File: config.mk
export PLATFORM = sky130hd
export DESIGN_NAME = terminal_control_interpreter_core
export DESIGN_NICKNAME = d
export VERILOG_FILES = /design/src/hdl/tci_pkg.sv /design/src/hdl/tci_ram.sv /design/src/hdl/terminal_control_interpreter_core.sv
export SDC_FILE = /design/constraint.sdc
export NUM_CORES = 2
export LEC_CHECK = 0
export BUFFER_PORTS_ARGS = -buffer_cell sky130_fd_sc_hd__buf_2
export CORE_MARGIN = 8
export CORE_UTILIZATION = 40
export DETAILED_ROUTE_END_ITERATION = 10
export SLEW_MARGIN = 20
export SYNTH_ARGS = -nofsm -noshare
export SYNTH_HDL_FRONTEND = slang
export SYNTH_SLANG_ARGS = --single-unit
File: constraint.sdc
create_clock -name clk -period 19.6 [get_ports clk]
set_input_delay 5.88 -clock clk [delete_from_list [all_inputs] [get_ports clk]]
set_output_delay 5.88 -clock clk [all_outputs]
set_load 0.005 [all_outputs]
File: src/hdl/tci_pkg.sv
// Package for the terminal control interpreter.
// Holds command codes, character codes, screen defaults and the internal operation type.
// Depends on nothing.
package tci_pkg;

  localparam int ROWS_DEF = 10;
  localparam int COLS_DEF = 10;
  localparam int CHAR_W = 8;

  localparam logic [1:0] CMD_FEED = 2'd0;
  localparam logic [1:0] CMD_NEW = 2'd1;
  localparam logic [1:0] CMD_READ = 2'd2;

  localparam logic [7:0] CH_CARET = 8'h5e;
  localparam logic [7:0] CH_B = 8'h62;
  localparam logic [7:0] CH_C = 8'h63;
  localparam logic [7:0] CH_D = 8'h64;
  localparam logic [7:0] CH_E = 8'h65;
  localparam logic [7:0] CH_H = 8'h68;
  localparam logic [7:0] CH_I = 8'h69;
  localparam logic [7:0] CH_L = 8'h6c;
  localparam logic [7:0] CH_O = 8'h6f;
  localparam logic [7:0] CH_R = 8'h72;
  localparam logic [7:0] CH_U = 8'h75;
  localparam logic [7:0] CH_SPACE = 8'h20;
  localparam logic [7:0] CH_ZERO = 8'h30;
  localparam logic [7:0] CH_NINE = 8'h39;

  typedef enum logic [1:0] {
    OP_NONE,
    OP_PUT,
    OP_ERASE,
    OP_READ
  } op_t;

endpackage

File: src/hdl/tci_ram.sv
// Generic single-write, single-read RAM with a registered read port and read enable.
// Depends on nothing.
module tci_ram #(
  parameter int WIDTH = 8,
  parameter int DEPTH = 16
) (
  input  logic                     clk,
  input  logic                     we,
  input  logic [$clog2(DEPTH)-1:0] waddr,
  input  logic [WIDTH-1:0]         wdata,
  input  logic                     re,
  input  logic [$clog2(DEPTH)-1:0] raddr,
  output logic [WIDTH-1:0]         rdata
);

  logic [WIDTH-1:0] mem [DEPTH];

  always_ff @(posedge clk) begin
    if (we) begin
      mem[waddr] <= wdata;
    end
    if (re) begin
      rdata <= mem[raddr];
    end
  end

endmodule

File: src/hdl/terminal_control_interpreter_core.sv
// Terminal control interpreter: a new input beat can be accepted every clock cycle unless
// a read waits in the row stage while the output register holds an unaccepted result.
// Commands and control bytes update the cursor and mode at once; screen rows live in a
// row-wide RAM, each read, put or erase reads a single row, and a put or erase writes
// it back modified. A read result passes from the row stage into the output register
// once that register is free. No clearing pass is needed.
// Depends on tci_pkg and tci_ram.
module terminal_control_interpreter_core #(
  parameter int ROWS = tci_pkg::ROWS_DEF,
  parameter int COLS = tci_pkg::COLS_DEF
) (
  input  logic       clk,
  input  logic       rst,
  input  logic       in_valid,
  output logic       in_ready,
  input  logic [1:0] command,
  input  logic [7:0] data_byte,
  input  logic [3:0] read_row,
  input  logic [3:0] read_col,
  output logic       out_valid,
  input  logic       out_ready,
  output logic [7:0] cell_char,
  output logic [3:0] cursor_row_now,
  output logic [3:0] cursor_col_now,
  output logic       insert_active
);

  localparam int RW = $clog2(ROWS);
  localparam int CW = $clog2(COLS);
  localparam int CHW = tci_pkg::CHAR_W;
  localparam logic [3:0] ROWS_4 = 4'(ROWS);
  localparam logic [3:0] COLS_4 = 4'(COLS);
  localparam logic [RW-1:0] LAST_ROW = RW'(ROWS - 1);
  localparam logic [CW-1:0] LAST_COL = CW'(COLS - 1);

  typedef enum logic [1:0] {
    ESC_IDLE,
    ESC_CARET,
    ESC_ROW
  } esc_t;

  typedef logic [COLS-1:0][CHW-1:0] row_t;

  esc_t            esc, esc_next;
  logic [RW-1:0]   cursor_row, cursor_row_next;
  logic [CW-1:0]   cursor_col, cursor_col_next;
  logic [RW-1:0]   pending_row, pending_row_next;
  logic            insert_mode, insert_mode_next;
  logic [ROWS-1:0] row_valid;

  logic            s1_valid;
  tci_pkg::op_t    s1_op;
  logic [RW-1:0]   s1_row;
  logic [CW-1:0]   s1_col;
  logic [CHW-1:0]  s1_ch;
  logic            s1_ins;
  logic            s1_inrange;
  logic            s1_rvalid;
  logic [RW-1:0]   s1_cur_row;
  logic [CW-1:0]   s1_cur_col;
  logic            s1_insert;

  logic            byp_valid;
  logic [RW-1:0]   byp_row;
  row_t            byp_data;

  logic            acc;
  logic            clear_now;
  logic            digit;
  logic [3:0]      dval;
  logic [RW-1:0]   dig_row;
  logic [CW-1:0]   dig_col;
  tci_pkg::op_t    op;
  logic [CHW-1:0]  put_ch;
  logic [RW-1:0]   rd_addr;
  logic            inrange;

  row_t            ram_q;
  row_t            row_old;
  row_t            row_sh;
  row_t            row_new;
  logic            s1_adv;
  logic            wr_en;
  logic [CHW-1:0]  cell_sel;

  assign acc = in_valid && in_ready;
  assign digit = (data_byte >= tci_pkg::CH_ZERO) && (data_byte <= tci_pkg::CH_NINE);
  assign dval = 4'(data_byte - tci_pkg::CH_ZERO);
  assign dig_row = (dval < ROWS_4) ? dval[RW-1:0] : LAST_ROW;
  assign dig_col = (dval < COLS_4) ? dval[CW-1:0] : LAST_COL;
  assign inrange = (read_row < ROWS_4) && (read_col < COLS_4);

  always_comb begin
    esc_next = esc;
    cursor_row_next = cursor_row;
    cursor_col_next = cursor_col;
    pending_row_next = pending_row;
    insert_mode_next = insert_mode;
    clear_now = 1'b0;
    op = tci_pkg::OP_NONE;
    put_ch = data_byte;
    case (command)
      tci_pkg::CMD_FEED: begin
        case (esc)
          ESC_IDLE: begin
            if (data_byte == tci_pkg::CH_CARET) begin
              esc_next = ESC_CARET;
            end else begin
              op = tci_pkg::OP_PUT;
            end
          end
          ESC_CARET: begin
            if (digit) begin
              pending_row_next = dig_row;
              esc_next = ESC_ROW;
            end else begin
              esc_next = ESC_IDLE;
              case (data_byte)
                tci_pkg::CH_B: cursor_col_next = '0;
                tci_pkg::CH_C: clear_now = 1'b1;
                tci_pkg::CH_D: begin
                  if (cursor_row != LAST_ROW) begin
                    cursor_row_next = cursor_row + 1'b1;
                  end
                end
                tci_pkg::CH_E: op = tci_pkg::OP_ERASE;
                tci_pkg::CH_H: begin
                  cursor_row_next = '0;
                  cursor_col_next = '0;
                end
                tci_pkg::CH_I: insert_mode_next = 1'b1;
                tci_pkg::CH_L: begin
                  if (cursor_col != '0) begin
                    cursor_col_next = cursor_col - 1'b1;
                  end
                end
                tci_pkg::CH_O: insert_mode_next = 1'b0;
                tci_pkg::CH_R: begin
                  if (cursor_col != LAST_COL) begin
                    cursor_col_next = cursor_col + 1'b1;
                  end
                end
                tci_pkg::CH_U: begin
                  if (cursor_row != '0) begin
                    cursor_row_next = cursor_row - 1'b1;
                  end
                end
                tci_pkg::CH_CARET: op = tci_pkg::OP_PUT;
                default: ;
              endcase
            end
          end
          ESC_ROW: begin
            cursor_row_next = pending_row;
            if (digit) begin
              cursor_col_next = dig_col;
            end
            esc_next = ESC_IDLE;
          end
          default: esc_next = ESC_IDLE;
        endcase
        if (op == tci_pkg::OP_PUT && cursor_col != LAST_COL) begin
          cursor_col_next = cursor_col + 1'b1;
        end
      end
      tci_pkg::CMD_NEW: begin
        clear_now = 1'b1;
        cursor_row_next = '0;
        cursor_col_next = '0;
        insert_mode_next = 1'b0;
        esc_next = ESC_IDLE;
        pending_row_next = '0;
      end
      tci_pkg::CMD_READ: op = tci_pkg::OP_READ;
      default: ;
    endcase
  end

  assign rd_addr = (op == tci_pkg::OP_READ) ? read_row[RW-1:0] : cursor_row;

  tci_ram #(
    .WIDTH(COLS * CHW),
    .DEPTH(ROWS)
  ) u_rows (
    .clk  (clk),
    .we   (wr_en),
    .waddr(s1_row),
    .wdata(row_new),
    .re   (acc),
    .raddr(rd_addr),
    .rdata(ram_q)
  );

  always_comb begin
    if (byp_valid && byp_row == s1_row) begin
      row_old = byp_data;
    end else if (s1_rvalid) begin
      row_old = ram_q;
    end else begin
      row_old = {COLS{tci_pkg::CH_SPACE}};
    end
  end

  assign row_sh = {row_old[COLS-2:0], tci_pkg::CH_SPACE};

  always_comb begin
    row_new = row_old;
    for (int i = 0; i < COLS; i++) begin
      case (s1_op)
        tci_pkg::OP_PUT: begin
          if (CW'(i) == s1_col) begin
            row_new[i] = s1_ch;
          end else if (s1_ins && CW'(i) > s1_col) begin
            row_new[i] = row_sh[i];
          end
        end
        tci_pkg::OP_ERASE: begin
          if (CW'(i) >= s1_col) begin
            row_new[i] = tci_pkg::CH_SPACE;
          end
        end
        default: ;
      endcase
    end
  end

  assign cell_sel = s1_inrange ? row_old[s1_col] : '0;
  assign s1_adv = s1_valid && (s1_op != tci_pkg::OP_READ || !out_valid || out_ready);
  assign in_ready = !s1_valid || s1_adv;
  assign wr_en = s1_adv && (s1_op == tci_pkg::OP_PUT || s1_op == tci_pkg::OP_ERASE);

  always_ff @(posedge clk) begin
    if (rst) begin
      esc <= ESC_IDLE;
      cursor_row <= '0;
      cursor_col <= '0;
      pending_row <= '0;
      insert_mode <= 1'b0;
      row_valid <= '0;
      s1_valid <= 1'b0;
      byp_valid <= 1'b0;
      out_valid <= 1'b0;
    end else begin
      if (acc) begin
        esc <= esc_next;
        cursor_row <= cursor_row_next;
        cursor_col <= cursor_col_next;
        pending_row <= pending_row_next;
        insert_mode <= insert_mode_next;
        s1_op <= op;
        s1_row <= rd_addr;
        s1_col <= (op == tci_pkg::OP_READ) ? read_col[CW-1:0] : cursor_col;
        s1_ch <= put_ch;
        s1_ins <= insert_mode;
        s1_inrange <= inrange;
        s1_rvalid <= row_valid[rd_addr];
        s1_cur_row <= cursor_row;
        s1_cur_col <= cursor_col;
        s1_insert <= insert_mode;
        byp_valid <= wr_en && !clear_now;
        byp_row <= s1_row;
        byp_data <= row_new;
      end
      if (acc) begin
        s1_valid <= 1'b1;
      end else if (s1_adv) begin
        s1_valid <= 1'b0;
      end
      if (acc && clear_now) begin
        row_valid <= '0;
      end else if (wr_en) begin
        row_valid[s1_row] <= 1'b1;
      end
      if (s1_adv && s1_op == tci_pkg::OP_READ) begin
        out_valid <= 1'b1;
        cell_char <= cell_sel;
        cursor_row_now <= 4'(s1_cur_row);
        cursor_col_now <= 4'(s1_cur_col);
        insert_active <= s1_insert;
      end else if (out_ready) begin
        out_valid <= 1'b0;
      end
    end
  end

`ifndef SYNTHESIS
  a_cursor_in_screen: assert property (@(posedge clk) disable iff (rst)
    cursor_row <= LAST_ROW && cursor_col <= LAST_COL)
    else $error("cursor outside the screen");

  a_pending_in_screen: assert property (@(posedge clk) disable iff (rst)
    esc == ESC_ROW |-> pending_row <= LAST_ROW)
    else $error("pending row outside the screen");

  a_stall_blocks_input: assert property (@(posedge clk) disable iff (rst)
    s1_valid && !s1_adv |-> !in_ready)
    else $error("input taken while the row stage is stalled");

  a_write_needs_stage: assert property (@(posedge clk) disable iff (rst)
    wr_en |-> s1_valid && s1_op != tci_pkg::OP_READ)
    else $error("row write without a pending put or erase");

  a_clear_drops_rows: assert property (@(posedge clk) disable iff (rst)
    acc && clear_now |=> row_valid == '0 && !byp_valid)
    else $error("screen clear left a valid row");
`endif

endmodule

## After elaboration in Yosys (flattened, before gate mapping)

Memories as Yosys holds them, arrays and structs flattened. A register that Yosys moved wholly into a read port is not among the register bits.
Index checks and enable logic that the tools add are counted.

- $add $sub $neg: 5
- Order comparisons: 29
- Equality and inequality tests: 49
- Mux-type cells: 91
- Bitwise operators: 2
- Reduce and logical (&&, ||, !) cells: 45

Operators by type and width:

| cell | count |
|---|---|
| two-way mux 8 bit | 31 |
| two-way mux 80 bit | 2 |
| one-hot mux 8 bit (2 select lines) | 10 |
| equality test 8 x 7 -> 1 bit (second input constant) | 11 |
| two-way mux 4 bit | 12 |
| one-hot mux 4 bit (2 select lines) | 5 |
| binary-select mux 8 bit (select 4 bit) | 1 |
| != test 4 bit (second input constant) | 6 |
| one-hot mux 4 bit (3 select lines) | 2 |
| logical AND 1 bit | 21 |
| one-hot mux 2 bit (2 select lines) | 5 |
| equality test 3 x 4 -> 1 bit (first input constant) | 4 |
| greater-or-equal comparator 3 x 4 -> 1 bit (first input constant) | 4 |
| greater-than comparator 3 x 4 -> 1 bit (first input constant) | 4 |
| less-than comparator 4 x 5 -> 1 bit (second input constant) | 3 |
| two-way mux 1 bit | 14 |
| less-than comparator 4 bit (second input constant) | 3 |
| subtractor 4 x 1 -> 4 bit (second input constant) | 3 |
| equality test 2 bit (second input constant) | 5 |
| != test 5 bit (second input constant) | 2 |
| bitwise OR 10 bit | 1 |
| adder 4 x 1 -> 4 bit (second input constant) | 2 |
| equality test 2 x 1 -> 1 bit (second input constant) | 4 |
| equality test 2 x 4 -> 1 bit (first input constant) | 2 |
| 37 further kinds | 64 |

- Register bits: 158
- Bits in writable memories: 800
- Bits of input ports: 22
- Output and inout port bits: 19
- Memories kept: 1

Memory list:

| name | words | bits a word | read ports | clocked after memory_dff | wr ports | line | source |
|---|---|---|---|---|---|---|---|
| u_rows.mem | 10 | 80 | 1 | 1 | 1 | tci_ram.sv:16 | `logic [WIDTH-1:0] mem [DEPTH];` |

## Depth between registers and ports, before layout

- Depth after elaboration: 10
- Mapped depth: 12
- Depth with buffers taken out: 10

## Hierarchy

A second synthesis with hierarchy kept.

- Cell total of the unflattened synthesis: 2936
- Area, all modules: 44317.5 sq um

Modules (own cells, without submodules):

| module | times used | cells each | area each (sq um) |
|---|---|---|---|
| tci_ram | 1 | 1717 | 33923.8 |
| terminal_control_interpreter_core | 1 | 1219 | 10393.7 |

## Least setup slack after synthesis

No wires, ideal clock.

- Path kind: input-to-reg
- Start point: input port out_ready
- End point: memory u_rows.mem[8][0] (netlist bit) (enable)
- Setup time: 0.718 ns
- Data arrival time: 13.818 ns
- Required time: 18.882 ns
- Slack: 5.064 ns
- Stages on the path: 4
- Path through: nor2b_1 nand2_1 nand3b_1 nor4_1

- Cells in the longest elaborated chain, start to end: 5

RTL lines:

| element | line | source |
|---|---|---|
| start, declared | terminal_control_interpreter_core.sv:21 | `input logic out_ready,` |
| logical OR 1 bit | terminal_control_interpreter_core.sv:228 | `assign s1_adv = s1_valid && (s1_op != tci_pkg::OP_READ \|\| !out_valid \|\| out_ready);` |
| logical AND 1 bit | terminal_control_interpreter_core.sv:228 |  |
| logical AND 1 bit | terminal_control_interpreter_core.sv:230 | `assign wr_en = s1_adv && (s1_op == tci_pkg::OP_PUT \|\| s1_op == tci_pkg::OP_ERASE);` |
| two-way mux 1 bit | tci_ram.sv:19 | `if (we) begin` |
| two-way mux 1 bit (implied by the code) | tci_ram.sv:20 | `mem[waddr] <= wdata;` |
| end, declared | tci_ram.sv:16 |  |

No other way between the ends.

## Worst setup path after layout

- Start point: input port out_ready
- End point: output port in_ready

- Cells in the longest elaborated chain, start to end: 3

RTL lines:

| element | line | source |
|---|---|---|
| logical OR 1 bit | terminal_control_interpreter_core.sv:228 |  |
| logical AND 1 bit | terminal_control_interpreter_core.sv:228 |  |
| logical OR 1 bit | terminal_control_interpreter_core.sv:229 | `assign in_ready = !s1_valid \|\| s1_adv;` |
| end, declared | terminal_control_interpreter_core.sv:15 | `output logic in_ready,` |

No other way between the ends.

==> results_dict.tcl <==
set metrics [dict create \
    status "completed" \
    synth_cell_types 73 \
    wl_per_cell_um 23.9 \
    clkPwrFrac_pct 41.1 \
    setup.worst_path.class "in2out" \
    grt_pass1_wl_um 171000 \
    syn2layout_area_growth_pct 12.1 \
    syn_area_sq_um 43500 \
    final_nets 3382 \
    drive_gt1_share_pct 9.68 \
    crit_path_end_kind "output port" \
    die_width_um 346 \
    vdd_ir_drop_max_uv 67.4 \
    fin_util_pct 44.9 \
    cts-root-buf "clkbuf_16" \
    ys_top_cells_by_area "edfxtp_1 (70%), nand2_1 (6.9%), mux2i_1 (2.9%)" \
    cts_made_buffers 104 \
    synth-seq-area-share_pct 71.1 \
    clock_sinks 1038 \
    power_density_nw_per_um2 99.9 \
    r2r_slack_ns 14.35 \
    dp.final_hpwl_um 63200 \
    cp_max_fo 3 \
    grt_pass1_vias 26800 \
    fmax_mhz 81.8 \
    hold_viol_final 0 \
    min_to "cursor_row_now[2]" \
    fin_cells 4847 \
    io_pins 41 \
    slew_viol_final 0 \
    layout_commonest_cell "edfxtp_1" \
    antenna_found_initial 4 \
    overflow 0 \
    routed_wl_um 116000 \
    cp_cell_sequence "buf_2, nand4b_1, buf_2" \
    synth_top_area_share_pct 69.8 \
    r2r_cells 11 \
    clock_skew_ns 0.0275 \
    share_comb_of_total_power_pct 7.0 \
    maxCapViolCount 0 \
    worst_pin_slew_ns 1.19 \
    pre_cts_ws_ns 7.37 \
    num_vias 27800 \
    worstPathRequired_ns 13.72 \
    avgViaCountPerCell 5.74 \
    clk_latency_ns 0.69 \
    fin_crit_sh_pct 62.4 \
    max_slew_margin_pct 21.0 \
    hold_buffers 0 \
    cp.arrival_ns 6.35 \
    syn_inst 3337 \
    final.setup.tns_ns 0 \
    synth-main-ff-cell "edfxtp_1" \
    hold_depth 0 \
    switching_share_pct 22.6 \
    dp_cells 4654 \
    switchingPower_uw 1100 \
    cts_resized 0 \
    finalWorstSetupSlack_ns 7.37 \
    startpoint_type "input port" \
    r2r-start "esc[0]" \
    layout_common_cells "edfxtp_1 (1010), nand2_1 (800), nand3_1 (205)" \
    fp.dieArea_sq_um 119000 \
    crit_buf_inv 2 \
    intPower_uw 3760 \
    finalSetupViolCount 0 \
    syn_area_per_cell_sq_um 13.0 \
    pwr-share-seq_pct 51.9 \
    synth-edff-count 1010 \
    crit_top_cell "buf_2" \
    tritoncts "built" \
    num_rows 121 \
    portBuffers 40 \
    dpl_cell_area_sq_um 45200 \
    final_area_sq_um 48700 \
    htree_levels 3 \
    hold_path_class "reg2reg" \
    cts_setup_buffers 0 \
    grt_max_degree 162 \
    antenna_left 0 \
    period_needed_ns 12.23 \
    drcViolationCount 0 \
    synthesis.nets 3372 \
    grt_usage_pct 18.6 \
    p_leak_uw 0.0168 \
    cp_top_family "buffers and inverters" \
    drt_first_pass_iters 6 \
    yosysTopAreaCell "edfxtp_1" \
    worstReg2RegEnd "u_rows.rdata[48]" \
    hp-start "s1_cur_row[2]" \
    cp_slowest_cell "nand4b_1" \
    rsz0062_at_grt "no" \
    async_flop_share_pct 0 \
    start_util_pct 40.1 \
    die_y_um 346 \
    ys_ff_latch 1038 \
    clockBufferDepth 3 \
    coreArea_sq_um 108000 \
    cpPeakStageDelay_ns 0.20 \
    drtIter0Drc 3114 \
    yosys_warnings 0 \
    clk_pin_slew_ns 0.06 \
    gp_congestion 0.908 \
]
==> synth_stat cells (all sizes together), types with 6 or more instances <==
library cell	number
o21ai	100
nor3	16
buf	106
a311oi	82
a22oi	49
a21oi	154
o22ai	54
nor2	117
o221ai	6
clkbuf	107
nor2b	12
ha	12
o211ai	6
xor2	7
inv	50
a31oi	12
dfxtp	28
a221oi	11
o21a	14
a32o	81
edfxtp	1010
nand2	800
a41oi	6
mux2	13
mux2i	127
and2	25
or2	6
nand2b	32
and3	8
nand3	206
or3	6
==> state kept, by name (all words and copies together) (netlist names), 8 cells and up <==
name          count
s1_ch             8
u_rows.rdata     80
row_valid        10
u_rows.mem      800
cell_char         8
byp_data         80
==> worst max-delay path by stage <==
stage,cells after the start,endpoint,start
CTS,3,in_ready,out_ready
floorplan,4,u_rows.mem[8][0],out_ready
finish,3,in_ready,out_ready
global placement,3,in_ready,out_ready
global route,3,in_ready,out_ready
detailed placement,3,in_ready,out_ready
==> stage by stage <==
| step | total power (uW) | hold WS (ns) |
|---|---|---|
| 6_report | 4860 | 0.419 |
| 5_1_grt | 5000 | 0.424 |
| 4_1_cts | 4890 | 0.417 |
| 3_5_place_dp | 2910 | 0.405 |
| 3_3_place_gp | 2900 | 0.405 |
| 2_1_floorplan | 2780 | 0.400 |
==> area by class of cell <==
cell class	count	area, sq um
diodes	3	7.51
clock buffers	124	2710
clock inverters	65	713
fillers	9720	59700
inverters	51	211
multi-input cells	2035	11600
flip-flops and latches	1038	30900
well taps	1414	1770
repair buffers	117	823
==> layer usage <==
metal	GRT usage [%]	wire (um)	vias up	share of wire, %
met3	3.13	9320	224	8.0
met4	6.55	3560	2	3.1
met1	25.4	48900	13800	42
met5	0	13	-	0.011
met2	30.1	54200	1211	47
li1	-	-	12600	-
==> cells by family after synthesis <==
| logic type | synth area share, % |
|---|---|
| simple gates | 12.2 |
| flops | 71.1 |
| compound gates | 9.97 |
| buf+inv | 2.65 |
| mux | 3.45 |
| fa+ha+maj | 0.391 |
| xor+xnor | 0.242 |
==> power groups by stage <==
stage	Clock, uW	Combinational (uW)	Sequential, uW
floorplan	0	223	2560
global placement	0	331	2570
detailed placement	0	336	2570
CTS	2030	337	2520
global route	2110	367	2530
finish	2000	340	2520
Power figures use the tool's default switching activity.
